$ cat src/hw/rtl/mks_pkg.sv
`timescale 1ns / 1ps

package mks_pkg;

	localparam int CHAR_W = 8;
	localparam int TICK_W = 24;
	localparam int DUR_W  = 27;
	localparam int CODE_W = 7;
	localparam int LEN_W  = 3;
	localparam int UNIT_W = 3;
	localparam int DATA_W = 32;
	localparam int ADDR_W = 3;

	localparam logic [TICK_W-1:0] TICKS_RESET = TICK_W'(1000);

	localparam logic [UNIT_W-1:0] UNITS_WORD = 3'd7;
	localparam logic [UNIT_W-1:0] UNITS_CHAR = 3'd3;
	localparam logic [UNIT_W-1:0] UNITS_DASH = 3'd3;
	localparam logic [UNIT_W-1:0] UNITS_DOT  = 3'd1;

	localparam logic [CHAR_W-1:0] CH_SPACE   = 8'd32;
	localparam logic [CHAR_W-1:0] CH_NEWLINE = 8'd10;

	localparam logic REG_DOT     = 1'b0;
	localparam logic REG_SPACING = 1'b1;

	typedef enum logic [2:0] {
		ST_IDLE,
		ST_DECODE,
		ST_PRE,
		ST_ON,
		ST_GAP,
		ST_POST,
		ST_WORD
	} state_t;

	// pat is right aligned, first element in the highest used bit, dash = 1
	typedef struct packed {
		logic [LEN_W-1:0]  len;
		logic [CODE_W-1:0] pat;
	} code_t;

	typedef struct packed {
		logic              accept;
		logic              load;
		logic              advance;
		logic              level;
		logic              spacing;
		logic [UNIT_W-1:0] units;
		logic              last;
	} cmd_t;

	typedef struct packed {
		logic word;
		logic pre;
		logic has_elem;
		logic final_elem;
		logic dash;
		logic msg_end;
		logic out_free;
	} st_t;

	function automatic code_t mks_rom(input logic [CHAR_W-1:0] ch);
		logic [CHAR_W-1:0] c;
		code_t r;
		c = ch;
		if (ch >= "a" && ch <= "z") begin
			c = ch - 8'd32;
		end
		r = '{3'd0, 7'd0};
		case (c)
			"A": r = '{3'd2, 7'(2'b01)};
			"B": r = '{3'd4, 7'(4'b1000)};
			"C": r = '{3'd4, 7'(4'b1010)};
			"D": r = '{3'd3, 7'(3'b100)};
			"E": r = '{3'd1, 7'(1'b0)};
			"F": r = '{3'd4, 7'(4'b0010)};
			"G": r = '{3'd3, 7'(3'b110)};
			"H": r = '{3'd4, 7'(4'b0000)};
			"I": r = '{3'd2, 7'(2'b00)};
			"J": r = '{3'd4, 7'(4'b0111)};
			"K": r = '{3'd3, 7'(3'b101)};
			"L": r = '{3'd4, 7'(4'b0100)};
			"M": r = '{3'd2, 7'(2'b11)};
			"N": r = '{3'd2, 7'(2'b10)};
			"O": r = '{3'd3, 7'(3'b111)};
			"P": r = '{3'd4, 7'(4'b0110)};
			"Q": r = '{3'd4, 7'(4'b1101)};
			"R": r = '{3'd3, 7'(3'b010)};
			"S": r = '{3'd3, 7'(3'b000)};
			"T": r = '{3'd1, 7'(1'b1)};
			"U": r = '{3'd3, 7'(3'b001)};
			"V": r = '{3'd4, 7'(4'b0001)};
			"W": r = '{3'd3, 7'(3'b011)};
			"X": r = '{3'd4, 7'(4'b1001)};
			"Y": r = '{3'd4, 7'(4'b1011)};
			"Z": r = '{3'd4, 7'(4'b1100)};
			"0": r = '{3'd5, 7'(5'b11111)};
			"1": r = '{3'd5, 7'(5'b01111)};
			"2": r = '{3'd5, 7'(5'b00111)};
			"3": r = '{3'd5, 7'(5'b00011)};
			"4": r = '{3'd5, 7'(5'b00001)};
			"5": r = '{3'd5, 7'(5'b00000)};
			"6": r = '{3'd5, 7'(5'b10000)};
			"7": r = '{3'd5, 7'(5'b11000)};
			"8": r = '{3'd5, 7'(5'b11100)};
			"9": r = '{3'd5, 7'(5'b11110)};
			".": r = '{3'd6, 7'(6'b010101)};
			",": r = '{3'd6, 7'(6'b110011)};
			"?": r = '{3'd6, 7'(6'b001100)};
			"'": r = '{3'd6, 7'(6'b011110)};
			"!": r = '{3'd6, 7'(6'b101011)};
			"/": r = '{3'd5, 7'(5'b10010)};
			"(": r = '{3'd5, 7'(5'b10110)};
			")": r = '{3'd6, 7'(6'b101101)};
			"&": r = '{3'd5, 7'(5'b01000)};
			":": r = '{3'd6, 7'(6'b111000)};
			";": r = '{3'd6, 7'(6'b101010)};
			"=": r = '{3'd5, 7'(5'b10001)};
			"+": r = '{3'd5, 7'(5'b01010)};
			"-": r = '{3'd6, 7'(6'b100001)};
			"_": r = '{3'd6, 7'(6'b001101)};
			"\"": r = '{3'd6, 7'(6'b010010)};
			"$": r = '{3'd7, 7'b0001001};
			"@": r = '{3'd6, 7'(6'b011010)};
			default: r = '{3'd0, 7'd0};
		endcase
		return r;
	endfunction

endpackage

$ cat src/hw/rtl/mks_regs.sv
`timescale 1ns / 1ps

module mks_regs (
	input  logic                        clk,
	input  logic                        arst_n,
	input  logic                        psel,
	input  logic                        penable,
	input  logic                        pwrite,
	input  logic [mks_pkg::ADDR_W-1:0]  paddr,
	input  logic [mks_pkg::DATA_W-1:0]  pwdata,
	output logic [mks_pkg::DATA_W-1:0]  prdata,
	output logic                        pready,
	output logic [mks_pkg::TICK_W-1:0]  dot_ticks,
	output logic [mks_pkg::TICK_W-1:0]  spacing_dot_ticks
);
	import mks_pkg::*;

	logic [TICK_W-1:0] dot_q;
	logic [TICK_W-1:0] spc_q;
	logic              wr_en;

	assign pready = 1'b1;
	assign wr_en  = psel & penable & pwrite & pready;

	always_ff @(posedge clk or negedge arst_n) begin
		if (!arst_n) begin
			dot_q <= TICKS_RESET;
			spc_q <= TICKS_RESET;
		end else if (wr_en) begin
			unique case (paddr[2])
				REG_DOT:     dot_q <= pwdata[TICK_W-1:0];
				REG_SPACING: spc_q <= pwdata[TICK_W-1:0];
				default:     dot_q <= dot_q;
			endcase
		end
	end

	always_comb begin
		unique case (paddr[2])
			REG_DOT:     prdata = DATA_W'(dot_q);
			REG_SPACING: prdata = DATA_W'(spc_q);
			default:     prdata = '0;
		endcase
	end

	assign dot_ticks         = dot_q;
	assign spacing_dot_ticks = spc_q;

endmodule

$ cat src/hw/rtl/mks_ctrl.sv
`timescale 1ns / 1ps

module mks_ctrl (
	input  logic          clk,
	input  logic          arst_n,
	input  logic          s_tvalid,
	output logic          s_tready,
	input  mks_pkg::st_t  st,
	output mks_pkg::cmd_t cmd
);
	import mks_pkg::*;

	state_t state_q;
	state_t state_d;

	always_ff @(posedge clk or negedge arst_n) begin
		if (!arst_n) begin
			state_q <= ST_IDLE;
		end else begin
			state_q <= state_d;
		end
	end

	always_comb begin
		state_d     = state_q;
		s_tready    = 1'b0;
		cmd         = '0;
		unique case (state_q)
			ST_IDLE: begin
				s_tready = 1'b1;
				if (s_tvalid) begin
					cmd.accept = 1'b1;
					state_d    = ST_DECODE;
				end
			end
			ST_DECODE: begin
				if (st.word) begin
					state_d = ST_WORD;
				end else if (st.pre) begin
					state_d = ST_PRE;
				end else if (st.has_elem) begin
					state_d = ST_ON;
				end else if (st.msg_end) begin
					state_d = ST_POST;
				end else begin
					state_d = ST_IDLE;
				end
			end
			ST_PRE: begin
				cmd.spacing = 1'b1;
				cmd.units   = UNITS_CHAR;
				cmd.last    = !st.has_elem && !st.msg_end;
				if (st.out_free) begin
					cmd.load = 1'b1;
					if (st.has_elem) begin
						state_d = ST_ON;
					end else if (st.msg_end) begin
						state_d = ST_POST;
					end else begin
						state_d = ST_IDLE;
					end
				end
			end
			ST_ON: begin
				cmd.level = 1'b1;
				cmd.units = st.dash ? UNITS_DASH : UNITS_DOT;
				cmd.last  = st.final_elem && !st.msg_end;
				if (st.out_free) begin
					cmd.load    = 1'b1;
					cmd.advance = 1'b1;
					if (!st.final_elem) begin
						state_d = ST_GAP;
					end else if (st.msg_end) begin
						state_d = ST_POST;
					end else begin
						state_d = ST_IDLE;
					end
				end
			end
			ST_GAP: begin
				cmd.units = UNITS_DOT;
				if (st.out_free) begin
					cmd.load = 1'b1;
					state_d  = ST_ON;
				end
			end
			ST_POST: begin
				cmd.spacing = 1'b1;
				cmd.units   = UNITS_CHAR;
				cmd.last    = 1'b1;
				if (st.out_free) begin
					cmd.load = 1'b1;
					state_d  = ST_IDLE;
				end
			end
			ST_WORD: begin
				cmd.spacing = 1'b1;
				cmd.units   = UNITS_WORD;
				cmd.last    = 1'b1;
				if (st.out_free) begin
					cmd.load = 1'b1;
					state_d  = ST_IDLE;
				end
			end
			default: begin
				state_d = ST_IDLE;
			end
		endcase
	end

endmodule

$ cat src/hw/rtl/mks_dp.sv
`timescale 1ns / 1ps

module mks_dp #(
	parameter int MAX_CODE_ELEMENTS = 7,
	parameter int TICK_BITS         = 24
) (
	input  logic                       clk,
	input  logic                       arst_n,
	input  mks_pkg::cmd_t              cmd,
	output mks_pkg::st_t               st,
	input  logic [mks_pkg::CHAR_W-1:0] character,
	input  logic                       message_end,
	input  logic [mks_pkg::TICK_W-1:0] dot_ticks,
	input  logic [mks_pkg::TICK_W-1:0] spacing_dot_ticks,
	output logic                       m_tvalid,
	input  logic                       m_tready,
	output logic                       level,
	output logic [mks_pkg::DUR_W-1:0]  duration,
	output logic                       last
);
	import mks_pkg::*;

	localparam int EFF_BITS = (TICK_BITS < TICK_W) ? TICK_BITS : TICK_W;
	localparam logic [LEN_W-1:0] MAX_LEN =
		LEN_W'((MAX_CODE_ELEMENTS > CODE_W) ? CODE_W : MAX_CODE_ELEMENTS);

	code_t             code;
	logic              is_word;
	logic [LEN_W-1:0]  lim_len;
	logic [LEN_W-1:0]  lsh;
	logic              prev_q;
	logic              out_valid_q;
	logic              word_q;
	logic              pre_q;
	logic              end_q;
	logic [CODE_W-1:0] pat_q;
	logic [LEN_W-1:0]  rem_q;
	logic              level_q;
	logic [DUR_W-1:0]  dur_q;
	logic              last_q;
	logic [TICK_W-1:0] sel_ticks;
	logic [EFF_BITS-1:0] tick_raw;
	logic [EFF_BITS-1:0] tick_eff;
	logic [DUR_W-1:0]  dur_d;

	assign code    = mks_rom(character);
	assign is_word = (character == CH_SPACE) || (character == CH_NEWLINE);
	assign lim_len = (code.len > MAX_LEN) ? MAX_LEN : code.len;
	assign lsh     = LEN_W'(CODE_W) - code.len;

	always_ff @(posedge clk or negedge arst_n) begin
		if (!arst_n) begin
			prev_q      <= 1'b0;
			out_valid_q <= 1'b0;
		end else begin
			if (cmd.accept) begin
				prev_q <= !is_word && !message_end;
			end
			if (cmd.load) begin
				out_valid_q <= 1'b1;
			end else if (m_tready) begin
				out_valid_q <= 1'b0;
			end
		end
	end

	always_ff @(posedge clk) begin
		if (cmd.accept) begin
			word_q <= is_word;
			pre_q  <= prev_q;
			end_q  <= message_end;
			pat_q  <= code.pat << lsh;
			rem_q  <= lim_len;
		end else if (cmd.advance) begin
			pat_q <= pat_q << 1;
			rem_q <= rem_q - LEN_W'(1);
		end
		if (cmd.load) begin
			level_q <= cmd.level;
			dur_q   <= dur_d;
			last_q  <= cmd.last;
		end
	end

	assign sel_ticks = cmd.spacing ? spacing_dot_ticks : dot_ticks;
	assign tick_raw  = sel_ticks[EFF_BITS-1:0];
	assign tick_eff  = (tick_raw == '0) ? EFF_BITS'(1) : tick_raw;
	assign dur_d     = DUR_W'(DUR_W'(cmd.units) * DUR_W'(tick_eff));

	assign st.word       = word_q;
	assign st.pre        = pre_q;
	assign st.has_elem   = (rem_q != '0);
	assign st.final_elem = (rem_q == LEN_W'(1));
	assign st.dash       = pat_q[CODE_W-1];
	assign st.msg_end    = end_q;
	assign st.out_free   = !out_valid_q || m_tready;

	assign m_tvalid = out_valid_q;
	assign level    = level_q;
	assign duration = dur_q;
	assign last     = last_q;

endmodule

$ cat src/hw/rtl/morse_keyer_segments.sv
`timescale 1ns / 1ps
// Flow: a byte is taken in ST_IDLE, decoded in ST_DECODE, and its first segment is loaded
// into the output register once that register is free, which raises m_tvalid; then one
// segment per cycle while m_tready is high.
// Bytes: each gives 0 to 15 segments, and the next byte is taken only once the controller has
// issued the last of them into the single output register.
// Reset: arst_n clears the controller, output valid and previous-letter flag at once,
// and sets both tick registers to 1000.

module morse_keyer_segments #(
	parameter int MAX_CODE_ELEMENTS = 7,
	parameter int TICK_BITS         = 24
) (
	input  logic                        clk,
	input  logic                        arst_n,
	input  logic                        s_tvalid,
	output logic                        s_tready,
	input  logic [7:0]                  s_tdata,  // [7:0] character
	input  logic                        s_tlast,  // message_end
	output logic                        m_tvalid,
	input  logic                        m_tready,
	output logic [31:0]                 m_tdata,  // [26:0] duration, [31:27] zero
	output logic                        m_tuser,  // [0] level
	output logic                        m_tlast,  // last
	input  logic                        psel,
	input  logic                        penable,
	input  logic                        pwrite,
	input  logic [mks_pkg::ADDR_W-1:0]  paddr,
	input  logic [mks_pkg::DATA_W-1:0]  pwdata,
	output logic [mks_pkg::DATA_W-1:0]  prdata,
	output logic                        pready
);
	import mks_pkg::*;

	cmd_t              cmd;
	st_t               st;
	logic [TICK_W-1:0] dot_ticks;
	logic [TICK_W-1:0] spacing_dot_ticks;
	logic [DUR_W-1:0]  duration;

	mks_regs u_regs (
		.clk               (clk),
		.arst_n            (arst_n),
		.psel              (psel),
		.penable           (penable),
		.pwrite            (pwrite),
		.paddr             (paddr),
		.pwdata            (pwdata),
		.prdata            (prdata),
		.pready            (pready),
		.dot_ticks         (dot_ticks),
		.spacing_dot_ticks (spacing_dot_ticks)
	);

	mks_ctrl u_ctrl (
		.clk      (clk),
		.arst_n   (arst_n),
		.s_tvalid (s_tvalid),
		.s_tready (s_tready),
		.st       (st),
		.cmd      (cmd)
	);

	mks_dp #(
		.MAX_CODE_ELEMENTS (MAX_CODE_ELEMENTS),
		.TICK_BITS         (TICK_BITS)
	) u_dp (
		.clk               (clk),
		.arst_n            (arst_n),
		.cmd               (cmd),
		.st                (st),
		.character         (s_tdata),
		.message_end       (s_tlast),
		.dot_ticks         (dot_ticks),
		.spacing_dot_ticks (spacing_dot_ticks),
		.m_tvalid          (m_tvalid),
		.m_tready          (m_tready),
		.level             (m_tuser),
		.duration          (duration),
		.last              (m_tlast)
	);

	assign m_tdata = 32'(duration);

endmodule

$ cat config.mk
export PLATFORM = sky130hd
export DESIGN_NAME = morse_keyer_segments
export DESIGN_NICKNAME = d
export VERILOG_FILES = /design/src/hw/rtl/mks_pkg.sv /design/src/hw/rtl/mks_regs.sv /design/src/hw/rtl/mks_ctrl.sv /design/src/hw/rtl/mks_dp.sv /design/src/hw/rtl/morse_keyer_segments.sv
export SDC_FILE = /design/constraint.sdc
export NUM_CORES = 1
export LEC_CHECK = 0
export BUFFER_PORTS_ARGS = -buffer_cell sky130_fd_sc_hd__buf_2
export CAP_MARGIN = 20
export CORE_UTILIZATION = 53
export CTS_BUF_LIST = sky130_fd_sc_hd__clkbuf_16
export DETAILED_ROUTE_END_ITERATION = 8
export PLACE_DENSITY = 0.76
export SKIP_CTS_REPAIR_TIMING = 1
export SLEW_MARGIN = 0
export SYNTH_ARGS = -nofsm -noshare
export SYNTH_HDL_FRONTEND = slang
export SYNTH_SLANG_ARGS = --single-unit
$ cat constraint.sdc
create_clock -name clk -period 4.5 [get_ports clk]
set_clock_uncertainty 0.05 [all_clocks]
set_input_delay 0.9 -clock clk [delete_from_list [all_inputs] [get_ports clk]]
set_output_delay 0.9 -clock clk [all_outputs]
set_load 0.005 [all_outputs]
==> impl_metrics.ini, run 1 <==
[outcome]
status = completed

[placement]
placed_cell_area_um2 = 8500
portBuffers = 95
dp_cells = 1065
gp_congestion = 0.936
dp_hpwl_um = 13300

[synth]
synth_edf_count = 42
synth_async_sr_flop_share_pct = 55.8
synth-seq-cells = 95
ys_seq_area_share_pct = 34.1
avgSynthCellArea_um2 = 9.79
synth-main-ff-cell = edfxtp_1
syn-cell-area_um2 = 7640
yosys_warnings = 0
ys_types = 79
synth_cells = 780
synth_top_area_share_pct = 16.5
yosysTopAreaCell = edfxtp_1
synth.area.top_cells = edfxtp_1 (17%), dfrtp_1 (13%), mux2_2 (11%)

[drt]
drtAntennaViolNets = 0
firstDrtPassIters = 5
routedWlPerCell_um = 16.2
postRouteWirelength_um = 17600
drtIter0Drc = 557
post-route-drc-count = 0
via_count = 6146
via_per_inst = 5.68

[global_routing]
grt_max_degree = 35
grt_pass1_vias = 5795
grt_util_all_layers_pct = 24.2
grt_pass1_wl_um = 28200
antenna_found_initial = 0
grt_overflow = 0

[setup_path]
max_stage_delay_ns = 0.50
startpoint = u_ctrl.state_q[0]$_DFFE_PN0P_
endpoint_kind = flip-flop
worstPathCellList = nand2_1 > nor2_2 > or2_4 > buf_12 > mux2i_1 > or2_2 > fa_1 > inv_1 > ha_1 > and3_4 > and4_4 > a22oi_2 > a31o_2 > a211oi_4 > o41ai_2 > or4b_1 > o311ai_1
r2r_start = u_ctrl.state_q[0]$_DFFE_PN0P_
crit_type = reg2reg
crit_required_ns = 4.63
crit_path_start_kind = flip-flop
critPathSlowestCell = fa_1
worst-path-max-fanout = 11
arrival_ns = 4.45

[hold_path]
min_from = u_dp.prev_q$_DFFE_PN0P_
hp-class = reg2reg

[floorplan]
die-area_um2 = 14900
core_area_um2 = 14000
die_h_um = 122
start_util_pct = 54.6
die_w_um = 122
fp-row-count = 43
io_pins = 120

[sta]
finalCritPeriodShare_pct = 96.0
setup_viol = 0
maxSlewViolCount = 0
holdWs_ns = 0.405
hold_viol_final = 0
fmax_ghz = 0.232
slew_headroom_pct = 48.0
fin_crit_ns = 4.32
tightest_slew_ns = 0.780

[layout]
area_growth_syn_to_layout_pct = 16.4
insertedDiodeCount = 0
finish.net_count = 1007
instances_no_fill = 1082
design_area_um2 = 8890
drive_gt1_share_pct = 34.5

[cts]
clockBufferDepth = 2
cts_tree = done
clk_pin_slew_ns = 0.08
insertion_delay_ns = 0.37
cts_max_level = 3
cts-root-buf = clkbuf_16
cts.sinks = 95
numCtsBuffers = 9

[power]
power.density_nw_per_um2 = 620
p_leak_nw = 4.05
ir_drop_mv = 0.251

[flow_run]
max_cap_viol_count = 0
area by class of cell:
cell class | count | area [µm²]
fillers | 1157 | 5100
multi-input cells | 587 | 4660
flip-flops and latches | 95 | 2600
repair buffers | 144 | 873
clock buffers | 9 | 225
inverters | 60 | 225
well taps | 180 | 225
clock inverters | 7 | 70.1
kinds of logic (layout without fill, tap and decap cells):
kind of cell / count (synthesis) / in the layout / share of synthesized area [%]
AOI/OAI and AO/OA: 157 / 157 / 14.1
xor gates and xnor gates: 18 / 18 / 2.06
other: 2 / 14 / 0.0983
DFF: 95 / 95 / 34.1
and+or+nand+nor: 234 / 234 / 16.1
adders and majority gates: 59 / 59 / 11.9
buffers and inverters: 110 / 220 / 6.36
muxes: 105 / 105 / 15.3
final timing paths:
path,to,slack (ns),cells after the start
min in group asynchronous,u_regs.dot_ticks[17]$_DFFE_PN0P_,0.56,1
hold / removal,u_dp.pre_q$_DFFE_PP_,0.40,0
max in group asynchronous,u_regs.dot_ticks[5]$_DFFE_PN1P_,2.99,2
hold reg to reg,u_dp.pre_q$_DFFE_PP_,0.40,0
setup / recovery,u_dp.duration[25]$_DFFE_PP_,0.18,17
setup reg to reg,u_dp.duration[25]$_DFFE_PP_,0.18,17
synthesized netlist by cell type, drive strengths merged, types with 4 or more instances:
| library cell | instances |
|---|---|
| mux2 | 72 |
| inv | 60 |
| nand2 | 58 |
| a21oi | 43 |
| edfxtp | 42 |
| nor2 | 42 |
| or2 | 42 |
| dfrtp | 41 |
| ha | 36 |
| mux2i | 31 |
| buf | 30 |
| fa | 23 |
| o21ai | 23 |
| clkbuf | 20 |
| nor4 | 15 |
| xnor2 | 14 |
| a21o | 12 |
| dfstp | 12 |
| nor2b | 11 |
| and2 | 10 |
| nand3 | 10 |
| nor3 | 10 |
| o31ai | 9 |
| and3 | 8 |
| a31oi | 7 |
| nand2b | 7 |
| a211oi | 6 |
| o22ai | 6 |
| a22oi | 5 |
| nand3b | 5 |
| o21a | 5 |
| nand4 | 4 |
| o21bai | 4 |
| o311ai | 4 |
| xor2 | 4 |
worst max-delay path, delay by kind of cell, from the launching register on:
family          cells  cell delay [ns]
buf+inv             2             0.21
simple gates        7             1.58
mux                 1             0.13
flops               1             0.43
compound gates      5             0.92
fa+ha+maj           2             0.80
cells in the final DEF (no fill, tap or decap), types with 4 or more instances in the layout:
| cell | instances |
|---|---|
| dfrtp_1 | 41 |
| ha_1 | 35 |
| o21bai_1 | 4 |
| xnor2_1 | 14 |
| nor4_1 | 12 |
| a21o_1 | 11 |
| a211oi_1 | 4 |
| and3_1 | 7 |
| clkbuf_16 | 10 |
| edfxtp_1 | 42 |
| or2_2 | 41 |
| inv_1 | 60 |
| and2_1 | 8 |
| nand3_1 | 10 |
| a21oi_1 | 42 |
| a31oi_1 | 7 |
| buf_2 | 95 |
| fa_1 | 22 |
| nand2_1 | 58 |
| nor2_1 | 40 |
| nand3b_1 | 5 |
| nand2b_1 | 7 |
| o21a_1 | 5 |
| mux2_2 | 72 |
| dfstp_2 | 12 |
| conb_1 | 14 |
| xor2_1 | 4 |
| nand4_1 | 4 |
| a22oi_1 | 4 |
| o21ai_0 | 20 |
| nor2b_1 | 11 |
| buf_4 | 47 |
| o31ai_1 | 8 |
| nor3_1 | 10 |
| o22ai_1 | 6 |
| mux2i_1 | 31 |
stage by stage:
| step | util, % | setup TNS (ns) | power, mW | setup WS [ns] |
|---|---|---|---|---|
| after floorplan | - | 0 | 3.67 | 0.0838 |
| after global placement | 60.7 | 0 | 4.57 | 0.0588 |
| after detailed placement | 60.7 | -0.173 | 4.64 | -0.0705 |
| after CTS | 62.9 | -0.173 | 5.43 | -0.0663 |
| after global routing | 63.5 | -0.0201 | 5.96 | -0.0201 |
| final | 63.5 | 0 | 5.51 | 0.182 |
registers in the layout (all words and copies together) (netlist names), 3 cells and up:
name	count
u_ctrl.state_q	3
u_dp.duration	27
u_dp.pat_q	7
u_dp.rem_q	3
u_regs.dot_ticks	24
u_regs.spacing_dot_ticks	24
routing by layer:
metal / GRT usage [%] / wire, µm / vias to the layer above
li1: - / - / 3012
met5: 0 / 0 / -
met3: 3.23 / 893 / 28
met4: 8.33 / 350 / 0
met1: 36.1 / 8620 / 2904
met2: 35.8 / 7690 / 202
power by group:
part / total (mW) / leakage [nW] / internal [mW] / switching (mW)
Combinational: 3.19 / 2.88 / 1.48 / 1.71
Sequential: 1.56 / 1.02 / 1.39 / 0.174
Clock: 0.757 / 0.147 / 0.391 / 0.366
Power figures use the tool's default switching activity.
==> inputs of run 2 (changes only) <==
--- a/config.mk
+++ b/config.mk
@@ -7,7 +7,7 @@
 export LEC_CHECK = 0
 export BUFFER_PORTS_ARGS = -buffer_cell sky130_fd_sc_hd__buf_2
 export CAP_MARGIN = 20
-export CORE_UTILIZATION = 53
+export CORE_UTILIZATION = 55
 export CTS_BUF_LIST = sky130_fd_sc_hd__clkbuf_16
 export DETAILED_ROUTE_END_ITERATION = 8
 export PLACE_DENSITY = 0.76
@@ -16,3 +16,4 @@
 export SYNTH_ARGS = -nofsm -noshare
 export SYNTH_HDL_FRONTEND = slang
 export SYNTH_SLANG_ARGS = --single-unit
+export TNS_END_PERCENT = 1
==> constraint.sdc (replaced) <==
create_clock -name clk -period 4.2 [get_ports clk]
set_clock_uncertainty 0.05 [all_clocks]
set_input_delay 0.84 -clock clk [delete_from_list [all_inputs] [get_ports clk]]
set_output_delay 0.84 -clock clk [all_outputs]
set_load 0.005 [all_outputs]
==> run 2 against run 1 <==
Effect of this change:
- the run now ends with negative setup slack left
- sequential share of layout area is 2.0 points lower
- hold slack got worse by 0.032 ns
- via count up 6.5%
- largest cell class unchanged
- largest power group unchanged
==> impl_metrics.ini, run 2 (synthesis results as in run 1) <==
[outcome]
status = finished with violations
violations = negative setup slack

[cts]
cts.sinks = 95
cts-root-buf = clkbuf_16
clockBufferDepth = 2
numCtsBuffers = 9
insertion_delay_ns = 0.36
cts_tree = done
clk_pin_slew_ns = 0.08
cts_max_level = 3

[drt]
via_count = 6544
postRouteWirelength_um = 19700
via_per_inst = 5.82
post-route-drc-count = 0
routedWlPerCell_um = 17.5
drtAntennaViolNets = 0
drtIter0Drc = 502
firstDrtPassIters = 7

[sta]
tightest_slew_ns = 0.636
final.setup.worst_slack_ns = -0.0666
fin_setup_tns_ns = -0.0666
fin_crit_ns = 4.27
rsz0062_at_grt = yes
hold_viol_final = 0
finalCritPeriodShare_pct = 102
maxSlewViolCount = 0
setup_viol = 1
slew_headroom_pct = 57.6
fmax_ghz = 0.234

[global_routing]
grt_pass1_wl_um = 30000
antenna_found_initial = 0
grt_util_all_layers_pct = 26.3
grt_max_degree = 35
grt_overflow = 0
grt_pass1_vias = 6113

[layout]
multi_input_area_um2 = 4970
final_cell_mix = buf_2 (95), buf_4 (93), mux2_2 (72)
fill_cells = 965
insertedDiodeCount = 0
layout_commonest_cell = buf_2
seqCellArea_um2 = 2600
drive_gt1_share_pct = 42.9
largest_reg_flops = 27
area_growth_syn_to_layout_pct = 24.8
utilization_pct = 71.1
finish.net_count = 1054

[power]
power_frac_clock_pct = 12.0
p_seq_share_pct = 24.6
p_int_mw = 4.03
ir_drop_mv = 0.297
switchingPower_mw = 2.76
p_leak_nw = 4.30
switching_share_pct = 40.7
p_comb_share_pct = 63.4
power.density_nw_per_um2 = 712
p_total_mw = 6.78

[setup_path]
reg2reg_depth = 18
r2r_start = u_ctrl.state_q[0]$_DFFE_PN0P_
worstPathCellList = nand2_2 > nor2_2 > or2_4 > buf_12 > buf_6 > mux2i_2 > or2_4 > fa_2 > inv_2 > ha_4 > a21o_1 > a21o_1 > a21oi_2 > a31o_2 > a211oi_4 > o41ai_2 > or4b_4 > o311ai_2
critPathTopFamily = simple AND/OR/NAND/NOR gates
max_stage_delay_ns = 0.53
crit_path_start_kind = flip-flop
crit_type = reg2reg
crit_required_ns = 4.34
worst-path-max-fanout = 8
critPathSlowestCell = fa_2
arrival_ns = 4.41
rrSetupSlack_ns = -0.07
endpoint_kind = flip-flop
r2r-end = u_dp.duration[25]$_DFFE_PP_
critPathBufInv = 3

[floorplan]
die_w_um = 120
fp-row-count = 42
io_pins = 120
die-area_um2 = 14400
core_area_um2 = 13400
start_util_pct = 57.0
die_h_um = 120

[placement]
dp_hpwl_um = 14400
portBuffers = 95
gp_congestion = 0.936

[hold_path]
hp-class = in2async

[flow_run]
max_cap_viol_count = 0
==> run 2: cell count changes in the layout (fill, tap and decap cells not counted), sizes merged <==
cell and delta:
buf +47, clkinv -3, inv +3
==> run 2: through the flow <==
| stage | instances | hold WS (ns) | cell area (µm²) | worst slack (ns) |
|---|---|---|---|---|
| 2_1_floorplan | 792 | 0.375 | 7730 | -0.0252 |
| 3_3_place_gp | 1101 | 0.382 | 8810 | -0.185 |
| 3_5_place_dp | 1101 | 0.399 | 8810 | -0.271 |
| 4_1_cts | 1117 | 0.380 | 9100 | -0.273 |
| 5_1_grt | 1125 | 0.413 | 9530 | -0.148 |
| 6_report | 1125 | 0.373 | 9530 | -0.0666 |
==> run 2: area by class of cell <==
type,instances,share of cell area [%]
Tap cell,176,2.31
Timing Repair Buffer,191,12.9
Sequential cell,95,27.3
Inverter,60,2.36
Multi-Input combinational cell,587,52.1
Clock inverter,7,0.643
Clock buffer,9,2.36
==> run 2: layer usage <==
layer	global-route usage (%)	share of wire, %	wire [µm]	up-vias
li1	-	-	-	3093
met1	36.0	45	8830	3151
met2	43.6	48	9500	266
met3	3.75	5.2	1020	34
met4	7.58	1.7	342	0
met5	0	0	0	-
==> run 2: worst max path at each step <==
stage | to | cells past startpoint | start
finish | u_dp.duration[25]$_DFFE_PP_ | 18 | u_ctrl.state_q[0]$_DFFE_PN0P_
global route | u_dp.duration[25]$_DFFE_PP_ | 18 | u_ctrl.state_q[0]$_DFFE_PN0P_
CTS | u_dp.duration[25]$_DFFE_PP_ | 17 | u_ctrl.state_q[1]$_DFFE_PN0P_
detailed placement | u_dp.duration[26]$_DFFE_PP_ | 16 | u_ctrl.state_q[0]$_DFFE_PN0P_
global placement | u_dp.duration[26]$_DFFE_PP_ | 17 | u_ctrl.state_q[0]$_DFFE_PN0P_
floorplan | u_dp.duration[16]$_DFFE_PP_ | 18 | u_ctrl.state_q[1]$_DFFE_PN0P_
==> run 2: power groups by stage <==
stage	Clock, mW	Combinational [mW]	Sequential [mW]
4_1_cts	0.822	3.68	1.65
3_3_place_gp	0	3.53	1.65
6_report	0.816	4.30	1.67
3_5_place_dp	0	3.64	1.67
5_1_grt	0.852	4.68	1.70
2_1_floorplan	0	2.32	1.67
==> run 2: worst reg2reg max path: stages (launching register included) <==
cell,delay [ns]
dfrtp_2,0.46
nand2_2,0.09
nor2_2,0.04
or2_4,0.31
buf_12,0.17
buf_6,0.12
mux2i_2,0.16
or2_4,0.28
fa_2,0.53
inv_2,0.05
ha_4,0.15
a21o_1,0.14
a21o_1,0.16
a21oi_2,0.16
a31o_2,0.23
a211oi_4,0.08
o41ai_2,0.32
or4b_4,0.50
o311ai_2,0.09
==> inputs of run 3 (changes only) <==
==> constraint.sdc (replaced) <==
create_clock -name clk -period 4.2 [get_ports clk]
set_clock_uncertainty 0.05 [all_clocks]
set_input_delay 0.42 -clock clk [delete_from_list [all_inputs] [get_ports clk]]
set_output_delay 0.42 -clock clk [all_outputs]
set_load 0.005 [all_outputs]
==> run 3 against run 2 <==
Effect of this change:
- the flow still finishes with violations (negative setup slack)
- count of clock-buffer cells in the layout stayed put
- non-clock buffer count shrank 10
- final area down 1.3%
- maximum frequency up 0.69%
- hold slack worse by 0.24 ns
- first-iteration DRC count stayed put
- via count decreased by 0.89%
- power is 1.5% lower
- critical path type unchanged
- largest cell class unchanged
==> impl_metrics.ini, run 3 (synthesis results as in run 1) <==
[outcome]
status = finished with violations
violations = negative setup slack

[cts]
cts_max_level = 3
cts-root-buf = clkbuf_16
clockBufferDepth = 2
cts_tree = done
numCtsBuffers = 9
insertion_delay_ns = 0.36
cts.sinks = 95
clk_pin_slew_ns = 0.08

[setup_path]
critPathTopFamily = simple AND/OR/NAND/NOR gates
endpoint_kind = flip-flop
crit_required_ns = 4.34
critPathSlowestCell = or4b_1
arrival_ns = 4.37
crit_type = reg2reg
worst-path-max-fanout = 7
worstPathCellList = nand2_2 > nor2_2 > or2_4 > buf_4 > mux2i_1 > buf_4 > nor2_1 > fa_1 > ha_1 > nand3_1 > a21oi_1 > o21ai_1 > a31o_2 > a211oi_4 > o41ai_2 > or4b_1 > o311ai_1
max_stage_delay_ns = 0.47
path_common_cell = buf_4
critPathBufInv = 2
crit_path_start_kind = flip-flop

[layout]
seqCellArea_um2 = 2600
area_growth_syn_to_layout_pct = 23.2
utilization_pct = 70.2
fill_cells = 981
instances_no_fill = 1117
layout_commonest_cell = buf_2
final_cell_mix = buf_2 (95), buf_4 (84), mux2_2 (72)
drive_gt1_share_pct = 41.2
multi_input_area_um2 = 4910
largest_reg_flops = 27
finish.net_count = 1044

[placement]
portBuffers = 95
dp_hpwl_um = 14400
dp_cells = 1092
gp_congestion = 0.905

[sta]
rsz0062_at_grt = yes
fin_setup_tns_ns = -0.0499
maxSlewViolCount = 0
finalCritPeriodShare_pct = 101
setup_viol = 2
fin_crit_ns = 4.24
final.setup.worst_slack_ns = -0.0372
slew_headroom_pct = 39.5
holdWs_ns = 0.133
tightest_slew_ns = 0.908
hold_viol_final = 0
fmax_ghz = 0.236

[global_routing]
antenna_found_initial = 2
grt_util_all_layers_pct = 26.5
grt_max_degree = 40
grt_pass1_vias = 6211
grt_overflow = 0
grt_pass1_wl_um = 30200

[floorplan]
die_w_um = 120
core_area_um2 = 13400
die-area_um2 = 14400
io_pins = 120
start_util_pct = 57.0
die_h_um = 120
fp-row-count = 42

[drt]
drtIter0Drc = 502
firstDrtPassIters = 8
via_count = 6486
via_per_inst = 5.81
drtAntennaViolNets = 0
post-route-drc-count = 0
postRouteWirelength_um = 19700
routedWlPerCell_um = 17.6

[power]
power.density_nw_per_um2 = 711
ir_drop_mv = 0.283
p_leak_nw = 4.24

[hold_path]
hp-class = in2async

[flow_run]
max_cap_viol_count = 0
[run 3: where the power goes]
group	internal, mW	leakage (nW)	switching, mW	total (mW)
registers	1.49	1.02	0.177	1.66
clock network	0.421	0.149	0.398	0.819
logic	2.04	3.07	2.17	4.20
total	3.94	4.24	2.74	6.69
[run 3: per-layer routing]
layer | up-vias | part of all wire [%] | global-route usage (%)
met5 | - | 0 | 0
met4 | 0 | 1.9 | 9.06
met3 | 31 | 4.4 | 3.56
met2 | 238 | 49 | 43.6
met1 | 3136 | 45 | 36.1
li1 | 3081 | - | -
[run 3: path summary, 6_finish.rpt]
kind / from / endpoint / slack [ns] / cells past startpoint
max in group asynchronous: arst_n / u_regs.dot_ticks[3]$_DFFE_PN1P_ / 3.12 / 2
worst min-delay path: arst_n / u_regs.dot_ticks[18]$_DFFE_PN0P_ / 0.13 / 1
worst max register to register: u_ctrl.state_q[0]$_DFFE_PN0P_ / u_dp.duration[25]$_DFFE_PP_ / -0.04 / 17
worst min register to register: u_dp.prev_q$_DFFE_PN0P_ / u_dp.pre_q$_DFFE_PP_ / 0.42 / 0
worst max-delay path: u_ctrl.state_q[0]$_DFFE_PN0P_ / u_dp.duration[25]$_DFFE_PP_ / -0.04 / 17
min in group clk: s_tlast / u_dp.end_q$_DFFE_PP_ / 0.20 / 1
[run 3: area by class of cell]
cell class                 instances  area share, %
antenna                            2         0.0532
clock buffer                       9           2.39
clock inverter                     7          0.771
inverter                          60           2.39
multi-input combinational        587           52.1
sequential                        95           27.7
tap                              176           2.34
timing repair buffer             181           12.2
[run 3: per-stage QoR]
stage / total power [mW] / instance area (µm²) / setup WS, ns
after global placement: 5.13 / 8750 / -0.136
after detailed placement: 5.27 / 8750 / -0.200
final: 6.69 / 9410 / -0.0372
after CTS: 6.13 / 9040 / -0.243
after global routing: 7.11 / 9410 / -0.152
after floorplan: 3.99 / 7730 / -0.0252
